File: config.mk
export PLATFORM = sky130hd
export DESIGN_NAME = rat_ram
export DESIGN_NICKNAME = d
export VERILOG_FILES = /design/src/rat_ram.sv
export SDC_FILE = /design/constraint.sdc
export NUM_CORES = 1
export LEC_CHECK = 0
export BUFFER_PORTS_ARGS = -buffer_cell sky130_fd_sc_hd__buf_2
export CAP_MARGIN = 20
export CORE_AREA = 2 2 110 112
export CTS_BUF_LIST = sky130_fd_sc_hd__clkbuf_4 sky130_fd_sc_hd__clkbuf_8
export DETAILED_ROUTE_END_ITERATION = 7
export DIE_AREA = 0 0 112 114
export GPL_ROUTABILITY_DRIVEN = 0
export GPL_TIMING_DRIVEN = 0
export PLACE_DENSITY_LB_ADDON = 0.2
export SETUP_SLACK_MARGIN = 0.2
export SYNTH_ARGS = -nofsm -noshare
export SYNTH_HDL_FRONTEND = slang
export SYNTH_SLANG_ARGS = --single-unit
File: constraint.sdc
create_clock -name clk -period 4.08 [get_ports clk]
set_clock_uncertainty 0.15 [all_clocks]
set_input_delay 1.02 -clock clk [delete_from_list [all_inputs] [get_ports clk]]
set_output_delay 1.02 -clock clk [all_outputs]
set_load 0.005 [all_outputs]
File: src/rat_ram.sv
// ----------------------------------------------------------------------------
// rat_ram
// Generic single write port, single read port RAM with a registered read.
// ----------------------------------------------------------------------------
module rat_ram #(
  parameter int WIDTH = 8,
  parameter int DEPTH = 16,
  parameter int AW    = (DEPTH > 1) ? $clog2(DEPTH) : 1
) (
  input  logic             clk,
  input  logic             we,
  input  logic [AW-1:0]    waddr,
  input  logic [WIDTH-1:0] wdata,
  input  logic [AW-1:0]    raddr,
  output logic [WIDTH-1:0] rdata
);

  logic [WIDTH-1:0] mem [DEPTH];

  // Write and registered read.
  always_ff @(posedge clk) begin
    if (we) begin
      mem[waddr] <= wdata;
    end
    rdata <= mem[raddr];
  end

endmodule

### Word level (Yosys, flattened, before mapping)

Memory sizes are Yosys's and may differ from the RTL's. A register that Yosys moved wholly into a read port is not among the register bits.
Cells that the tools add are included.

| word-level totals | value |
|---|---|
| latch bits | 0 |
| ROM bits | 0 |
| RAM bits | 128 |
| output and inout port bits | 8 |
| logic and storage cells | 3 |
| memories kept | 1 |
| bits in registers | 0 |
| input bits | 18 |

Memory list:

| name | words | bits a word | rd ports | clocked after Yosys merged registers in | write ports | RTL line | RTL |
|---|---|---|---|---|---|---|---|
| mem | 16 | 8 | 1 | 1 | 1 | 18 | `logic [WIDTH-1:0] mem [DEPTH];` |

| cells by class | value |
|---|---|
| add/subtract/negate cells | 0 |
| mux-type cells | 2 |
| div/mod/pow operators | 0 |
| $lt $le $gt $ge | 0 |
| equal/unequal tests | 0 |
| reduce and logical (&&, ||, !) cells | 0 |
| shift-type cells | 0 |
| $mul | 0 |
| bitwise operators | 0 |

Operator list:

| cell | number |
|---|---|
| two-way mux 1 bit | 2 |

### Longest topological paths before layout

| logic depth | value |
|---|---|
| depth after elaboration | 2 |
| gate-level depth with buffers | 5 |
| gate-level depth less buffers | 3 |

### Worst setup path before layout

OpenSTA, ideal clock, no wires.

| timing path | value |
|---|---|
| kind | input to register |
| start | input port waddr[2] |
| end | memory mem[0][0], enable pin |
| path buffers | 0 |
| setup time | 0.383 ns |
| path slack | 1.417 ns |
| data arrival time | 2.130 ns |
| cell stages on the path | 2 |
| required time | 3.547 ns |
| cells stage by stage | or3b_2 nor3_1 |

RTL lines:

| item | RTL line | RTL |
|---|---|---|
| from (decl) | 12 | `input logic [AW-1:0] waddr,` |
| to (decl) | 18 |  |

No word-level cell before the write port.

### Worst setup path in the final report

| timing path | value |
|---|---|
| start | input port waddr[2] |
| end | memory mem[0][4], enable pin |

No word-level cell before the write port.

==> flow_summary_export.csv <==
group,metric,value,unit
clocking,cts_buffers,17,
final_layout,finalNonFillerCells,436,
floorplanning,core-area,11700,um^2
global_route,antenna_found_initial,0,
sta,finalSetupViolCount,0,
clocking,clk_path_buf_depth,2,
power_and_ir_drop,p_leak,1.99,nW
route,avgViaCountPerCell,5.43,
clocking,cts_tree,"yes",
power_and_ir_drop,peakVddDrop,250,uV
place,post-place-cells,404,
floorplanning,ios,26,
sta,max-slew-margin-rel,43.7,%
setup_path,reg2reg_depth,3,
route,wl_per_cell,22.8,um
power_and_ir_drop,total_power,2.96,mW
clocking,ctsResizeCount,0,
global_route,gr-total-overflow,0,
setup_path,crit_path_start,"waddr[2]",
floorplanning,die_h,114,um
floorplanning,rows,40,
clocking,post-cts-setup-buffer-count,0,
final_layout,area_delta_synth_final,15.3,%
final_layout,antenna_cells,0,
setup_path,slowest_delay,0.54,ns
floorplanning,die_w,112,um
setup_path,critPathCapture,"mem[0][4]",
global_route,grt_pass1_vias,2417,
setup_path,r2r-start,"mem[15][7]",
clocking,htreeDepth,4,
clocking,clk_pin_slew,0.08,ns
setup_path,required,4.07,ns
synthesis,syn_avg_cell_area,22.5,um^2
sta,rsz0062_at_grt,"false",
synthesis,yosys_warnings,0,
route,drt_iter0_markers,134,
sta,layout_min_cycle_time,2.46,ns
setup_path,cp_cell_sequence,"buf_2, or3b_2, nor3_1, buf_4",
setup_path,start_kind,"primary input",
sta,fmax,0.407,GHz
final_layout,final_nets,294,
setup_path,r2r-end,"rdata[7]",
final_layout,seq_area,4000,um^2
synthesis,synth_cells,229,
setup_path,critPathBufInv,2,
route,num_vias,2369,
power_and_ir_drop,power_density,498,nW/um^2
place,io_buffers,24,
floorplanning,die_area,12800,um^2
setup_path,cp.arrival,2.45,ns
route,drc,0,
synthesis,syn_nets,247,
setup_path,rrSetupSlack,2.51,ns
synthesis,synth.distinct_cells,19,
setup_path,crit_slowest_cell,"or3b_2",
final_layout,multiInputGateArea,1060,um^2
global_route,grt_max_degree,17,
clocking,cts.sinks,136,
outcome,status,"finished clean",
setup_path,worstSetupPathType,"in2reg",
synthesis,synth.largest_area_cell,"edfxtp_1",
sta,worstMarginPinSlew,0.841,ns
clocking,cts-root-buf,"clkbuf_8",
synthesis,synth_mux_area_share,15.0,%
synthesis,synth_area_leaders,"edfxtp_1 (75%), mux4_2 (7.9%), mux4_1 (7.1%)",
synthesis,synth-compound-area-share,2.33,%
setup_path,cp_top_family,"simple AND/OR/NAND/NOR gates",
synthesis,syn-cell-area,5150,um^2
global_route,grt_use_total,16.6,%
final_layout,drive_gt1_share,30.8,%
sta,period_share,60.2,%
route,ant_nets,0,
setup_path,end_kind,"flip-flop",
global_route,grt_pass1_wl,14.7,mm
route,routed_wl,9.93,mm
synthesis,synthSimpleGateAreaFrac,3.18,%
synthesis,synth_xor_area_share,0,%
final_layout,final_common_cell,"edfxtp_1",
synthesis,synth_adder_area_share,0,%
final_layout,fillCellCount,969,
clocking,clock_latency,0.43,ns
clocking,hold_buffers,0,
sta,drv_slew,0,
sta,tns,0,ns
synthesis,yosysSeqAreaShare,77.8,%
synthesis,synth_top_area_share,74.7,%
floorplanning,initial_core_util,44.0,%
sta,hold_viol,0,
setup_path,cp_max_fo,5,
job,cap_viol_max_count,0,
place,hpwlAfterDp,6.37,mm
hold_path,hold_class,"reg2reg",
synthesis,ys_ff_latch,136,
route,drt_pass1_iterations,4,
final_layout,final_cell_mix,"edfxtp_1 (128), buf_2 (28), mux4_2 (18), clkbuf_8 (18), a22oi_1 (16)",
synthesis,synth_top_family_by_area,"multiplexers",
setup_path,crit_cells,4,
stage by stage:
stage                     util [%]  hold WS, ns  setup slack, ns  cell area [um^2]
final                         50.7        0.538             1.62              5940
after global routing          50.7        0.572             1.57              5940
after CTS                     50.7        0.537             1.61              5940
after detailed placement      46.8        0.526             1.14              5480
after global placement        46.5        0.511            0.838              5450
after floorplan                  -        0.479             1.42              5150
power by group:
part,switching (mW),internal [mW]
Sequential,0.00664,1.56
Clock,0.494,0.747
Combinational,0.0861,0.0625
sequential cells by signal (all words and copies together), names as in the netlist:
name,count
mem,128
rdata,8
layout make-up:
| cell class | instances | area share [%] |
|---|---|---|
| buffer | 10 | 1.45 |
| clock buffer | 19 | 4.30 |
| clock inverter | 13 | 3.39 |
| multi-input combinational | 83 | 17.8 |
| sequential | 136 | 67.5 |
| tap | 147 | 3.10 |
| timing repair buffer | 28 | 2.49 |
layer usage:
metal | up-vias | wire [um] | global-route usage, %
met2 | 80 | 4860 | 26.4
li1 | 1064 | - | -
met3 | 18 | 619 | 4.14
met1 | 1207 | 4210 | 22.4
met4 | 0 | 237 | 6.91
met5 | - | 0 | 0
cell usage after synthesis:
master and n:
edfxtp_1 128, mux4_2 18, a22oi_1 16, mux4_1 14, nor2_1 13, nand2_1 9, dfxtp_1 8, nor3_1 4
buf_2 3, buf_6 3, clkdlybuf4s25_2 3, nand2b_1 2, nand3b_1 2, and2_1 1, and2b_1 1, buf_4 1
nand3_1 1, nor2b_1 1, or3b_2 1
how the worst min path moves through the flow:
stage,to,depth (start not counted),startpoint
3_5_place_dp,rdata[1],3,mem[11][1]
5_1_grt,rdata[0],3,mem[0][0]
2_1_floorplan,rdata[0],3,mem[7][0]
3_3_place_gp,rdata[3],3,mem[11][3]
6_report,rdata[0],3,mem[0][0]
4_1_cts,rdata[1],3,mem[10][1]
logic make-up after synthesis:
logic type      count (synthesis)
simple gates                   35
flops                         136
compound gates                 16
buf+inv                        10
mux                            32
tightest hold or removal path, stage by stage (launching register included):
cell and delay (ns):
edfxtp_1 0.32, mux4_1 0.21, a22oi_1 0.08, nand2_1 0.07
No activity file was read; power rests on OpenSTA's default activity.
