==> config.mk <==
export PLATFORM = sky130hd
export DESIGN_NAME = rat_ctrl
export DESIGN_NICKNAME = d
export VERILOG_FILES = /design/src/rat_pkg.sv /design/src/rat_ctrl.sv
export SDC_FILE = /design/constraint.sdc
export NUM_CORES = 2
export LEC_CHECK = 0
export BUFFER_PORTS_ARGS = -buffer_cell sky130_fd_sc_hd__clkbuf_2
export CORE_AREA = 2 2 435 437
export DETAILED_ROUTE_END_ITERATION = 10
export DIE_AREA = 0 0 437 439
export PLACE_DENSITY_LB_ADDON = 0.12
export SLEW_MARGIN = 20
export SYNTH_ARGS = -nofsm -noshare
export SYNTH_HDL_FRONTEND = slang
export SYNTH_SLANG_ARGS = --single-unit
export TNS_END_PERCENT = 1
==> constraint.sdc <==
create_clock -name clk -period 20.3 [get_ports clk]
set_input_delay 1.015 -clock clk [delete_from_list [all_inputs] [get_ports clk]]
set_output_delay 1.015 -clock clk [all_outputs]
set_load 0.02 [all_outputs]
==> src/rat_pkg.sv <==
// ----------------------------------------------------------------------------
// rat_pkg
// Types and codes shared by the region address translation table files.
// ----------------------------------------------------------------------------
package rat_pkg;

  // Command codes of an input beat.
  localparam logic [2:0] CMD_REGISTER   = 3'd0;
  localparam logic [2:0] CMD_UPDATE     = 3'd1;
  localparam logic [2:0] CMD_UNREGISTER = 3'd2;
  localparam logic [2:0] CMD_CLEAR      = 3'd3;
  localparam logic [2:0] CMD_CHECK      = 3'd4;
  localparam logic [2:0] CMD_V2P        = 3'd5;
  localparam logic [2:0] CMD_P2V        = 3'd6;
  // The one code with no command behind it; it is refused.
  localparam logic [2:0] CMD_UNUSED     = 3'd7;

  // Status codes of a result beat.
  localparam logic [1:0] STAT_OK    = 2'd0;
  localparam logic [1:0] STAT_INVAL = 2'd1;
  localparam logic [1:0] STAT_MISS  = 2'd2;
  localparam logic [1:0] STAT_FULL  = 2'd3;

  // One table entry: the key base, the base of the other space and the size.
  typedef struct packed {
    logic [63:0] key;
    logic [63:0] other;
    logic [63:0] bytes;
  } ent_t;

  localparam int ENT_W = $bits(ent_t);

  // One result beat handed from the controller to the output register.
  typedef struct packed {
    logic [1:0]  status;
    logic [63:0] addr;
    logic [63:0] bytes;
  } res_t;

  typedef enum logic [2:0] {
    ST_IDLE,
    ST_SCAN_V,
    ST_SCAN_P,
    ST_DECIDE,
    ST_CALC1,
    ST_CALC2,
    ST_CALC3,
    ST_DONE
  } state_t;

endpackage

==> src/rat_ctrl.sv <==
// ----------------------------------------------------------------------------
// rat_ctrl
// Command sequencer: scans both tables, decides, writes back and computes
// the translated address and clipped length.
// ----------------------------------------------------------------------------
module rat_ctrl #(
  parameter int TABLE_ENTRIES = 16,
  parameter int IW = (TABLE_ENTRIES > 1) ? $clog2(TABLE_ENTRIES) : 1
) (
  input  logic                clk,
  input  logic                rst_n,
  input  logic                in_valid,
  output logic                in_stall,
  input  logic [2:0]          in_command,
  input  logic [63:0]         in_virt_addr,
  input  logic [63:0]         in_phys_addr,
  input  logic [63:0]         in_byte_count,
  output logic [IW-1:0]       v_raddr,
  output logic                v_we,
  output logic [IW-1:0]       v_waddr,
  output rat_pkg::ent_t       v_wdata,
  input  rat_pkg::ent_t       v_rdata,
  output logic [IW-1:0]       p_raddr,
  output logic                p_we,
  output logic [IW-1:0]       p_waddr,
  output rat_pkg::ent_t       p_wdata,
  input  rat_pkg::ent_t       p_rdata,
  output logic                res_valid,
  output rat_pkg::res_t       res_o,
  input  logic                res_take
);
  import rat_pkg::*;

  localparam int CW = $clog2(TABLE_ENTRIES + 1);

  state_t state_r, state_nxt;

  logic [2:0]  cmd_r;
  logic [63:0] va_r, pa_r, n_r, sum_r;
  logic [CW-1:0] cnt_r;
  logic          pv_r;
  logic [IW-1:0] pidx_r;
  logic [TABLE_ENTRIES-1:0] vvalid_r, pvalid_r;

  // Search results.
  logic          vm_found_r, vf_found_r, nx_found_r, fl_found_r;
  logic          pm_found_r, pn_found_r, pf_found_r;
  logic [IW-1:0] vm_idx_r, vf_idx_r, pm_idx_r, pn_idx_r, pf_idx_r;
  logic [63:0]   vm_pbase_r, pm_vbase_r, nx_key_r;
  ent_t          fl_r;
  logic [63:0]   off_r, room_r;

  logic [1:0]  res_status_r;
  logic [63:0] res_addr_r, res_bytes_r;

  logic   accept, scan_end, cur_valid, en_fl;
  ent_t   cur;
  logic [63:0] fl_addr;

  // Decision outputs.
  logic [1:0]    dec_status;
  logic          v_clr, v_set, p_clr, p_set;
  logic [IW-1:0] v_cidx, v_sidx, p_cidx, p_sidx;

  assign accept   = in_valid && (state_r == ST_IDLE);
  assign in_stall = (state_r != ST_IDLE);
  assign v_raddr  = cnt_r[IW-1:0];
  assign p_raddr  = cnt_r[IW-1:0];
  assign scan_end = (cnt_r == CW'(TABLE_ENTRIES));

  // The entry read in the previous cycle and whether it holds a region.
  assign cur       = (state_r == ST_SCAN_V) ? v_rdata : p_rdata;
  assign cur_valid = (state_r == ST_SCAN_V) ? vvalid_r[pidx_r] : pvalid_r[pidx_r];
  assign en_fl     = ((state_r == ST_SCAN_V) && ((cmd_r == CMD_CHECK) || (cmd_r == CMD_V2P)))
                  || ((state_r == ST_SCAN_P) && (cmd_r == CMD_P2V));
  assign fl_addr   = (cmd_r == CMD_P2V) ? pa_r : va_r;

  assign res_valid = (state_r == ST_DONE);
  assign res_o     = '{status: res_status_r, addr: res_addr_r, bytes: res_bytes_r};

  // State register.
  always_ff @(posedge clk) begin
    if (!rst_n) begin
      state_r <= ST_IDLE;
    end else begin
      state_r <= state_nxt;
    end
  end

  // Next state, decision and table writes.
  always_comb begin
    state_nxt  = state_r;
    dec_status = STAT_OK;
    v_we = 1'b0; v_waddr = '0; v_wdata = '{key: va_r, other: pa_r, bytes: n_r};
    p_we = 1'b0; p_waddr = '0; p_wdata = '{key: pa_r, other: va_r, bytes: n_r};
    v_clr = 1'b0; v_set = 1'b0; p_clr = 1'b0; p_set = 1'b0;
    v_cidx = vm_idx_r; v_sidx = vf_idx_r; p_cidx = pm_idx_r;
    p_sidx = pn_found_r ? pn_idx_r : pf_idx_r;
    unique case (state_r)
      ST_IDLE: begin
        if (accept) begin
          state_nxt = (in_command == CMD_CLEAR) ? ST_DONE : ST_SCAN_V;
        end
      end
      ST_SCAN_V: begin
        if (scan_end) state_nxt = ST_SCAN_P;
      end
      ST_SCAN_P: begin
        if (scan_end) state_nxt = ST_DECIDE;
      end
      ST_DECIDE: begin
        state_nxt = ST_DONE;
        unique case (cmd_r)
          CMD_REGISTER: begin
            priority if (vm_found_r) begin
              dec_status = STAT_OK;
            end else if (nx_found_r && (sum_r > nx_key_r)) begin
              dec_status = STAT_INVAL;
            end else if (!vf_found_r || (!pn_found_r && !pf_found_r)) begin
              dec_status = STAT_FULL;
            end else begin
              v_we = 1'b1; v_waddr = vf_idx_r; v_set = 1'b1;
              p_we = 1'b1; p_waddr = p_sidx;   p_set = 1'b1;
            end
          end
          CMD_UPDATE: begin
            priority if (!vm_found_r || !pm_found_r) begin
              dec_status = STAT_INVAL;
            end else if (vm_pbase_r == pa_r) begin
              v_we = 1'b1; v_waddr = vm_idx_r;
              p_we = 1'b1; p_waddr = pm_idx_r;
              p_wdata = '{key: pa_r, other: pm_vbase_r, bytes: n_r};
            end else begin
              v_we = 1'b1; v_waddr = vm_idx_r;
              p_clr = 1'b1;
              p_sidx = pn_found_r ? pn_idx_r : pm_idx_r;
              p_we = 1'b1; p_waddr = p_sidx; p_set = 1'b1;
            end
          end
          CMD_UNREGISTER: begin
            if (!vm_found_r) begin
              dec_status = STAT_MISS;
            end else begin
              v_clr = 1'b1;
              p_clr = pm_found_r;
            end
          end
          CMD_CHECK, CMD_V2P, CMD_P2V: begin
            if (!fl_found_r) begin
              dec_status = STAT_MISS;
            end else begin
              state_nxt = ST_CALC1;
            end
          end
          default: dec_status = STAT_INVAL;
        endcase
      end
      ST_CALC1: state_nxt = ST_CALC2;
      ST_CALC2: begin
        state_nxt = ((off_r < fl_r.bytes) && (cmd_r == CMD_V2P)) ? ST_CALC3 : ST_DONE;
      end
      ST_CALC3: state_nxt = ST_DONE;
      ST_DONE: begin
        if (res_take) state_nxt = ST_IDLE;
      end
      default: state_nxt = ST_IDLE;
    endcase
  end

  // Valid bits live in flip-flops; a clear of all regions is immediate.
  always_ff @(posedge clk) begin
    if (!rst_n) begin
      vvalid_r <= '0;
      pvalid_r <= '0;
    end else if (accept && (in_command == CMD_CLEAR)) begin
      vvalid_r <= '0;
      pvalid_r <= '0;
    end else if (state_r == ST_DECIDE) begin
      if (v_clr) vvalid_r[v_cidx] <= 1'b0;
      if (v_set) vvalid_r[v_sidx] <= 1'b1;
      if (p_clr) pvalid_r[p_cidx] <= 1'b0;
      if (p_set) pvalid_r[p_sidx] <= 1'b1;
    end
  end

  // Scan counter and the pipeline flag for the registered read.
  always_ff @(posedge clk) begin
    if (!rst_n) begin
      cnt_r <= '0;
      pv_r  <= 1'b0;
    end else if ((state_r == ST_SCAN_V) || (state_r == ST_SCAN_P)) begin
      pidx_r <= cnt_r[IW-1:0];
      if (scan_end) begin
        cnt_r <= '0;
        pv_r  <= 1'b0;
      end else begin
        cnt_r <= cnt_r + CW'(1);
        pv_r  <= 1'b1;
      end
    end else begin
      cnt_r <= '0;
      pv_r  <= 1'b0;
    end
  end

  // Command capture and the search over each table entry in turn.
  always_ff @(posedge clk) begin
    if (accept) begin
      cmd_r <= in_command;
      va_r  <= in_virt_addr;
      pa_r  <= in_phys_addr;
      n_r   <= in_byte_count;
      sum_r <= in_virt_addr + in_byte_count;
      vm_found_r <= 1'b0; vf_found_r <= 1'b0; nx_found_r <= 1'b0;
      fl_found_r <= 1'b0; pm_found_r <= 1'b0; pn_found_r <= 1'b0;
      pf_found_r <= 1'b0;
    end else if (pv_r && (state_r == ST_SCAN_V)) begin
      if (!cur_valid && !vf_found_r) begin
        vf_found_r <= 1'b1;
        vf_idx_r   <= pidx_r;
      end
      if (cur_valid && (cur.key == va_r) && !vm_found_r) begin
        vm_found_r <= 1'b1;
        vm_idx_r   <= pidx_r;
        vm_pbase_r <= cur.other;
      end
      if (cur_valid && (cur.key > va_r) && (!nx_found_r || (cur.key < nx_key_r))) begin
        nx_found_r <= 1'b1;
        nx_key_r   <= cur.key;
      end
    end else if (pv_r && (state_r == ST_SCAN_P)) begin
      if (!cur_valid && !pf_found_r) begin
        pf_found_r <= 1'b1;
        pf_idx_r   <= pidx_r;
      end
      if (cur_valid && vm_found_r && (cur.key == vm_pbase_r) && !pm_found_r) begin
        pm_found_r <= 1'b1;
        pm_idx_r   <= pidx_r;
        pm_vbase_r <= cur.other;
      end
      if (cur_valid && (cur.key == pa_r) && !pn_found_r) begin
        pn_found_r <= 1'b1;
        pn_idx_r   <= pidx_r;
      end
    end
    // Floor search shares its registers between the two tables.
    if (!accept && pv_r && en_fl && cur_valid && (cur.key <= fl_addr)
        && (!fl_found_r || (cur.key > fl_r.key))) begin
      fl_found_r <= 1'b1;
      fl_r       <= cur;
    end
  end

  // Result registers and the offset arithmetic of the CALC states.
  always_ff @(posedge clk) begin
    unique case (state_r)
      ST_IDLE: begin
        res_status_r <= STAT_OK;
        res_addr_r   <= '0;
        res_bytes_r  <= '0;
      end
      ST_DECIDE: res_status_r <= dec_status;
      ST_CALC1:  off_r <= fl_addr - fl_r.key;
      ST_CALC2: begin
        if (off_r >= fl_r.bytes) begin
          res_status_r <= STAT_MISS;
        end else begin
          room_r <= fl_r.bytes - off_r;
          if (cmd_r != CMD_CHECK) res_addr_r <= fl_r.other + off_r;
        end
      end
      ST_CALC3:  res_bytes_r <= (n_r > room_r) ? room_r : n_r;
      default: ;
    endcase
  end

endmodule

## Word level (Yosys, flattened, before mapping)

Index checks and enable logic that the tools add are counted.

- Equality and inequality tests: 26
- Bitwise gates (word level): 11
- Order comparisons: 17
- Reduce and logical (&&, ||, !) cells: 71
- Add/sub/neg operators: 5
- Multiplexer cells: 90

Operators with widths:

| kind | count |
|---|---|
| 128-bit two-way mux | 4 |
| 64-bit equality test | 4 |
| 64-bit > comparator | 4 |
| 64-bit two-way mux | 4 |
| 64-bit one-hot mux with 2 select lines | 2 |
| 192-bit two-way mux | 1 |
| 16-bit two-way mux | 10 |
| 64-bit adder | 2 |
| 64-bit less-than comparator | 2 |
| 64-bit subtractor | 2 |
| 4-bit two-way mux | 17 |
| 64-bit greater-or-equal comparator | 1 |
| 64-bit less-or-equal comparator | 1 |
| 16-bit AND | 2 |
| 16-bit inverter | 2 |
| 16-bit OR | 2 |
| 1-bit logical AND | 29 |
| 4-bit by 5-bit less-than comparator with 1-bit output (second input constant) | 5 |
| 1-bit two-way mux | 25 |
| 3-bit one-hot mux with 8 select lines | 1 |
| 3-bit equality test (second input constant) | 7 |
| 3-bit AND reduction | 7 |
| 1-bit demux with 4-bit select | 4 |
| 4-bit by 1-bit greater-or-equal comparator with 1-bit output (second input constant) | 4 |
| 24 further kinds | 78 |

- Register bits after elaboration: 973
- Bits of input ports: 583

## Longest topological paths before layout

- Depth after elaboration: 12
- Depth in mapped cells: 18
- Mapped depth without buffers: 16

## Worst setup path after synthesis

No wires, ideal clock.

- Kind: flip-flop to flip-flop
- Start point: register state_r[2]
- End point: register fl_r[0] (netlist name) (enable)
- Path slack: 6068 ps
- Arrival time: 13395 ps
- Stages on the path, launching flop included: 17
- Period minus slack after synthesis: 14232 ps
- Path through: dfxtp_1 clkbuf_1 nor3b_1 buf_2 buf_2 mux2i_1 inv_1 ha_1 a21o_1 a21o_1 a21oi_1 nor2b_1 o21ai_0 nand2_1 a2111o_1 nor4_1 a2bb2oi_1

RTL lines:

| item | line | text |
|---|---|---|
| from (decl) | rat_ctrl.sv:36 | `state_t state_r, state_nxt;` |
| from (signal assigned) | rat_ctrl.sv:86 | `state_r <= state_nxt;` |
| to (signal assigned) | rat_ctrl.sv:250 | `fl_r <= cur;` |
| to (decl) | rat_ctrl.sv:50 | `ent_t fl_r;` |

==> results.txt <==
Outcome: finished clean
Final Power: 9.11 mW
Total core area: 0.187 mm^2
Top post-synthesis cells by count: edfxtp_1, nand2_1, ha_1
Total CTS buffers: 121
Total of cells resized after clock tree synthesis: 0
Sink of the worst hold path: pa_r[31]
Instance count of the mapped netlist: 6233
Post-layout nets: 8438
Netlist area before placement: 0.0636 mm^2
Cells taking the most area after synthesis: edfxtp_1, ha_1, nand2_1
Vias per inst: 5.71
Starting density of the core: 0.340
Total via count after detailed routing: 56186
Complex-gate fraction of the synthesized area: 0.145
Combined buffer and inverter count along the critical path: 6
Number of inserted filler cells in the final layout: 18743
Register-to-Register Setup Slack: 12.16 ns
Static leakage: 33.5 nW
CP peak stage delay: 0.79 ns
Endpoint of the worst register-to-register path: fl_r[85]
Sequential Power Share: 0.338
Reported net switching power: 4.01 mW
Most repeated cell in the gate-level netlist after synthesis: edfxtp_1
Classification of the worst setup path: reg -> reg
Simple-gate share of the synthesized area: 0.123
Worst Setup Start Kind: flip-flop
Global route overflow: 0
Hold Startpoint: in_phys_addr[31]
Setup violation total in the final timing report: 0
Internal Power: 5.10 mW
Number of DRC violations after detailed routing: 0
TritonCTS clock tree: built
Remaining antenna violation count: 0
Quantity of I/O buffers inserted on ports: 1116
Worst setup timing slack at the placement stage: 12.13 ns
Aggregate routed wire length: 349000 um
Number of setup buffers added after CTS: 0
Max Slew Vio Count: 0
Post-synth net total: 7458
Final setup TNS: 0 ns
Dominant combinational cell family by area after synthesis: compound AO/OA/AOI/OAI gates
Worst slew margin relative to its limit: 0.197
Power density over cell area: 121 mW/mm^2
Root buffer cell: clkbuf_16
Maximum ir drop on the vdd rail: 0.000105 V
Wire length of the first global-routing pass: 457000 um
Max-cap check violation count: 0
Number of enable flip-flop cells after synthesis: 925
Detailed placement HPWL: 292000 um
Most used flip-flop cell after synthesis: edfxtp_1
Vertical die dimension: 439 um
Met2 wire length: 151000 um
Ports placed on the boundary: 1117
Cell taking the most area after synthesis: edfxtp_1
Overall routing resource usage: 0.350
Type of the tightest min-delay check: in -> reg
Layout overhead on the synthesized area: 18.7%
Final min period: 8.14 ns
Flop and latch count out of synthesis: 973
Synth async-reset ratio: 0
Core Rows: 159
Final worst clock skew: 0.0352 ns
Combinational share of power: 0.408
Pre-Repair DR Iteration Count: 8
CTS clk-pin slew, worst paths: 0.06 ns
Library cells used by synthesis: 90
Launch point of the critical path: state_r[0]
Fraction of synthesized cell area in xor and xnor cells: 0.0554
Number of endpoints with negative hold slack in the final report: 0
Setup repair after global routing missed its margin: false
Endpoint type of the worst setup path: flip-flop
Cell count of the worst reg-to-reg path: 15
Critical-path maximum fanout: 58
Cell-by-cell listing of the critical path: nor3b_2 -> buf_4 -> buf_4 -> mux2i_1 -> inv_1 -> ha_1 -> nand4_1 -> nor3_1 -> nand3_1 -> or3_1 -> nor3_1 -> a2bb2oi_4 -> buf_4 -> buf_4 -> buf_4
Required time of the worst setup path: 20.72 ns
Global placer's final weighted congestion: 1.03
Worst-path cell with the longest stage delay: buf_4
Hold Crit Depth: 1
Highest Signal Layer: met5
Pin count of the biggest net entering global routing: 132
Transition time at the pin with the least slew margin: 1.17 ns
Adder-Cell Fraction of Synth Area: 0.127
Kind of cell adding the most delay to the critical path: buffers and inverters
Maximum clock frequency: 0.123 GHz
Startpoint of the worst register-to-register path: state_r[0]
Clock network fraction of design power: 0.254
Initial antenna violation count: 66
Top cell type's share of synthesized area: 0.437
Sink Count: 973
Number of buffers added to fix hold violations after cts: 0
DRT met1 WL: 157000 um
Clock latency on the worst-skew pair: 0.81 ns
Number of global-route vias before repair: 53011
Switching share of power: 0.440
Multiplexer share of the synthesized area: 0.0366
Post-Synthesis Mean Instance Area: 10.2 um^2
Most frequent CP cell: buf_4
Routed len/inst: 35.4 um
Sequential element share of the synthesized area: 0.452
Die extent in x: 437 um
Detailed Route Iter0 Violations: 6237
Smallest setup slack after layout: 12.16 ns
Fraction of layout instances using a drive strength above 1: 0.208
CTS H-tree lvls: 3
Signal arrival time at the worst endpoint: 8.56 ns
Yosys warning total: 0
Area enclosed by the die boundary: 0.192 mm^2
Final period utilization: 0.401
Met3 wirelength from detailed routing: 27100 um
Bufs on Longest Clock Path: 3
[routing by layer]
metal  global-route usage  up-vias
li1                     -    24595
met1                0.500    28473
met2                0.523     2703
met4                0.135        8
met3               0.0635      407
met5                    0        -
[per-stage QoR]
stage / hold slack [ns] / utilization / instance area [um^2] / cells
global route: 0.364 / 0.403 / 75400 / 9827
finish: 0.381 / 0.404 / 75500 / 9843
global placement: 0.450 / 0.381 / 71200 / 9583
floorplan: 0.432 / - / 63600 / 6233
detailed placement: 0.460 / 0.381 / 71200 / 9585
CTS: 0.328 / 0.403 / 75400 / 9817
[area by class of cell]
| type | instances | area, um^2 | area share |
|---|---|---|---|
| multi-input cells | 4371 | 31100 | 0.412 |
| flip-flops and latches | 973 | 28700 | 0.381 |
| repair buffers | 1204 | 6260 | 0.0830 |
| inverters | 542 | 2040 | 0.0271 |
| diodes | 26 | 65.1 | 0.000862 |
| clock inverters | 84 | 910 | 0.0121 |
| clock buffers | 148 | 3270 | 0.0434 |
| well taps | 2495 | 3120 | 0.0414 |
[worst register-to-register path, delay by kind of cell (launching register included)]
kind	cells	cell delay (ns)
AO/OA/AOI/OAI	1	0.16
adder cells (fa/ha/maj)	1	0.39
buffers and inverters	6	3.80
flip-flops	1	0.68
multiplexers	1	0.49
AND/OR/NAND/NOR	6	2.22
[placed cells by master (no fill, tap or decap), types with 14 or more instances in the layout]
cell type	instances
mux2_2	49
nand2_1	702
mux2i_1	152
and3_1	33
dfxtp_1	48
nand3_1	87
buf_4	85
bufinv_16	16
and4_1	17
clkinv_1	19
edfxtp_1	925
xor2_1	167
nor2_1	346
nor4_1	43
a31oi_1	45
o31ai_1	25
a21o_1	265
ha_1	638
diode_2	26
clkbuf_2	1116
o21ai_0	319
clkbuf_1	17
inv_1	541
or3_1	18
clkinv_2	21
o21bai_1	47
nand4_1	184
nor3_1	63
a211oi_1	38
or2_2	17
a21boi_0	14
a21oi_1	392
o211ai_1	37
o41ai_1	21
nand2b_1	38
clkbuf_16	125
xnor2_1	235
and2_1	23
o21a_1	49
nor2b_1	57
[state kept, by name (all words and copies together), names as in the netlist, 5 cells and up]
signal       count
fl_r           192
pm_vbase_r      64
off_r           64
va_r            64
vm_pbase_r      64
cnt_r            5
pa_r            64
res_addr_r      64
sum_r           64
room_r          64
nx_key_r        64
res_bytes_r     64
n_r             64
pvalid_r        16
vvalid_r        16
[cell families after synthesis]
group | after synthesis
compound gates | 1436
xor+xnor | 402
fa+ha+maj | 642
buf+inv | 889
flops | 973
mux | 214
simple gates | 1677
[power groups by stage]
stage	combinational (mW)	sequential, mW	clock, mW
after floorplan	1.84	3.17	0
after global placement	3.65	3.10	0
after detailed placement	3.64	3.10	0
after CTS	3.67	3.06	2.35
after global routing	3.90	3.08	2.42
final	3.72	3.08	2.32
[worst max path at each step]
stage                          end  slack, ns  cells after the start
final                     fl_r[85]      12.16                     15
after global routing      fl_r[20]      11.83                     19
after CTS                 fl_r[20]      12.12                     19
after detailed placement  fl_r[76]      12.13                     19
after global placement    fl_r[70]      12.30                     19
after floorplan            fl_r[0]       6.07                     16
Note: power is estimated with default switching activity, not from simulation.
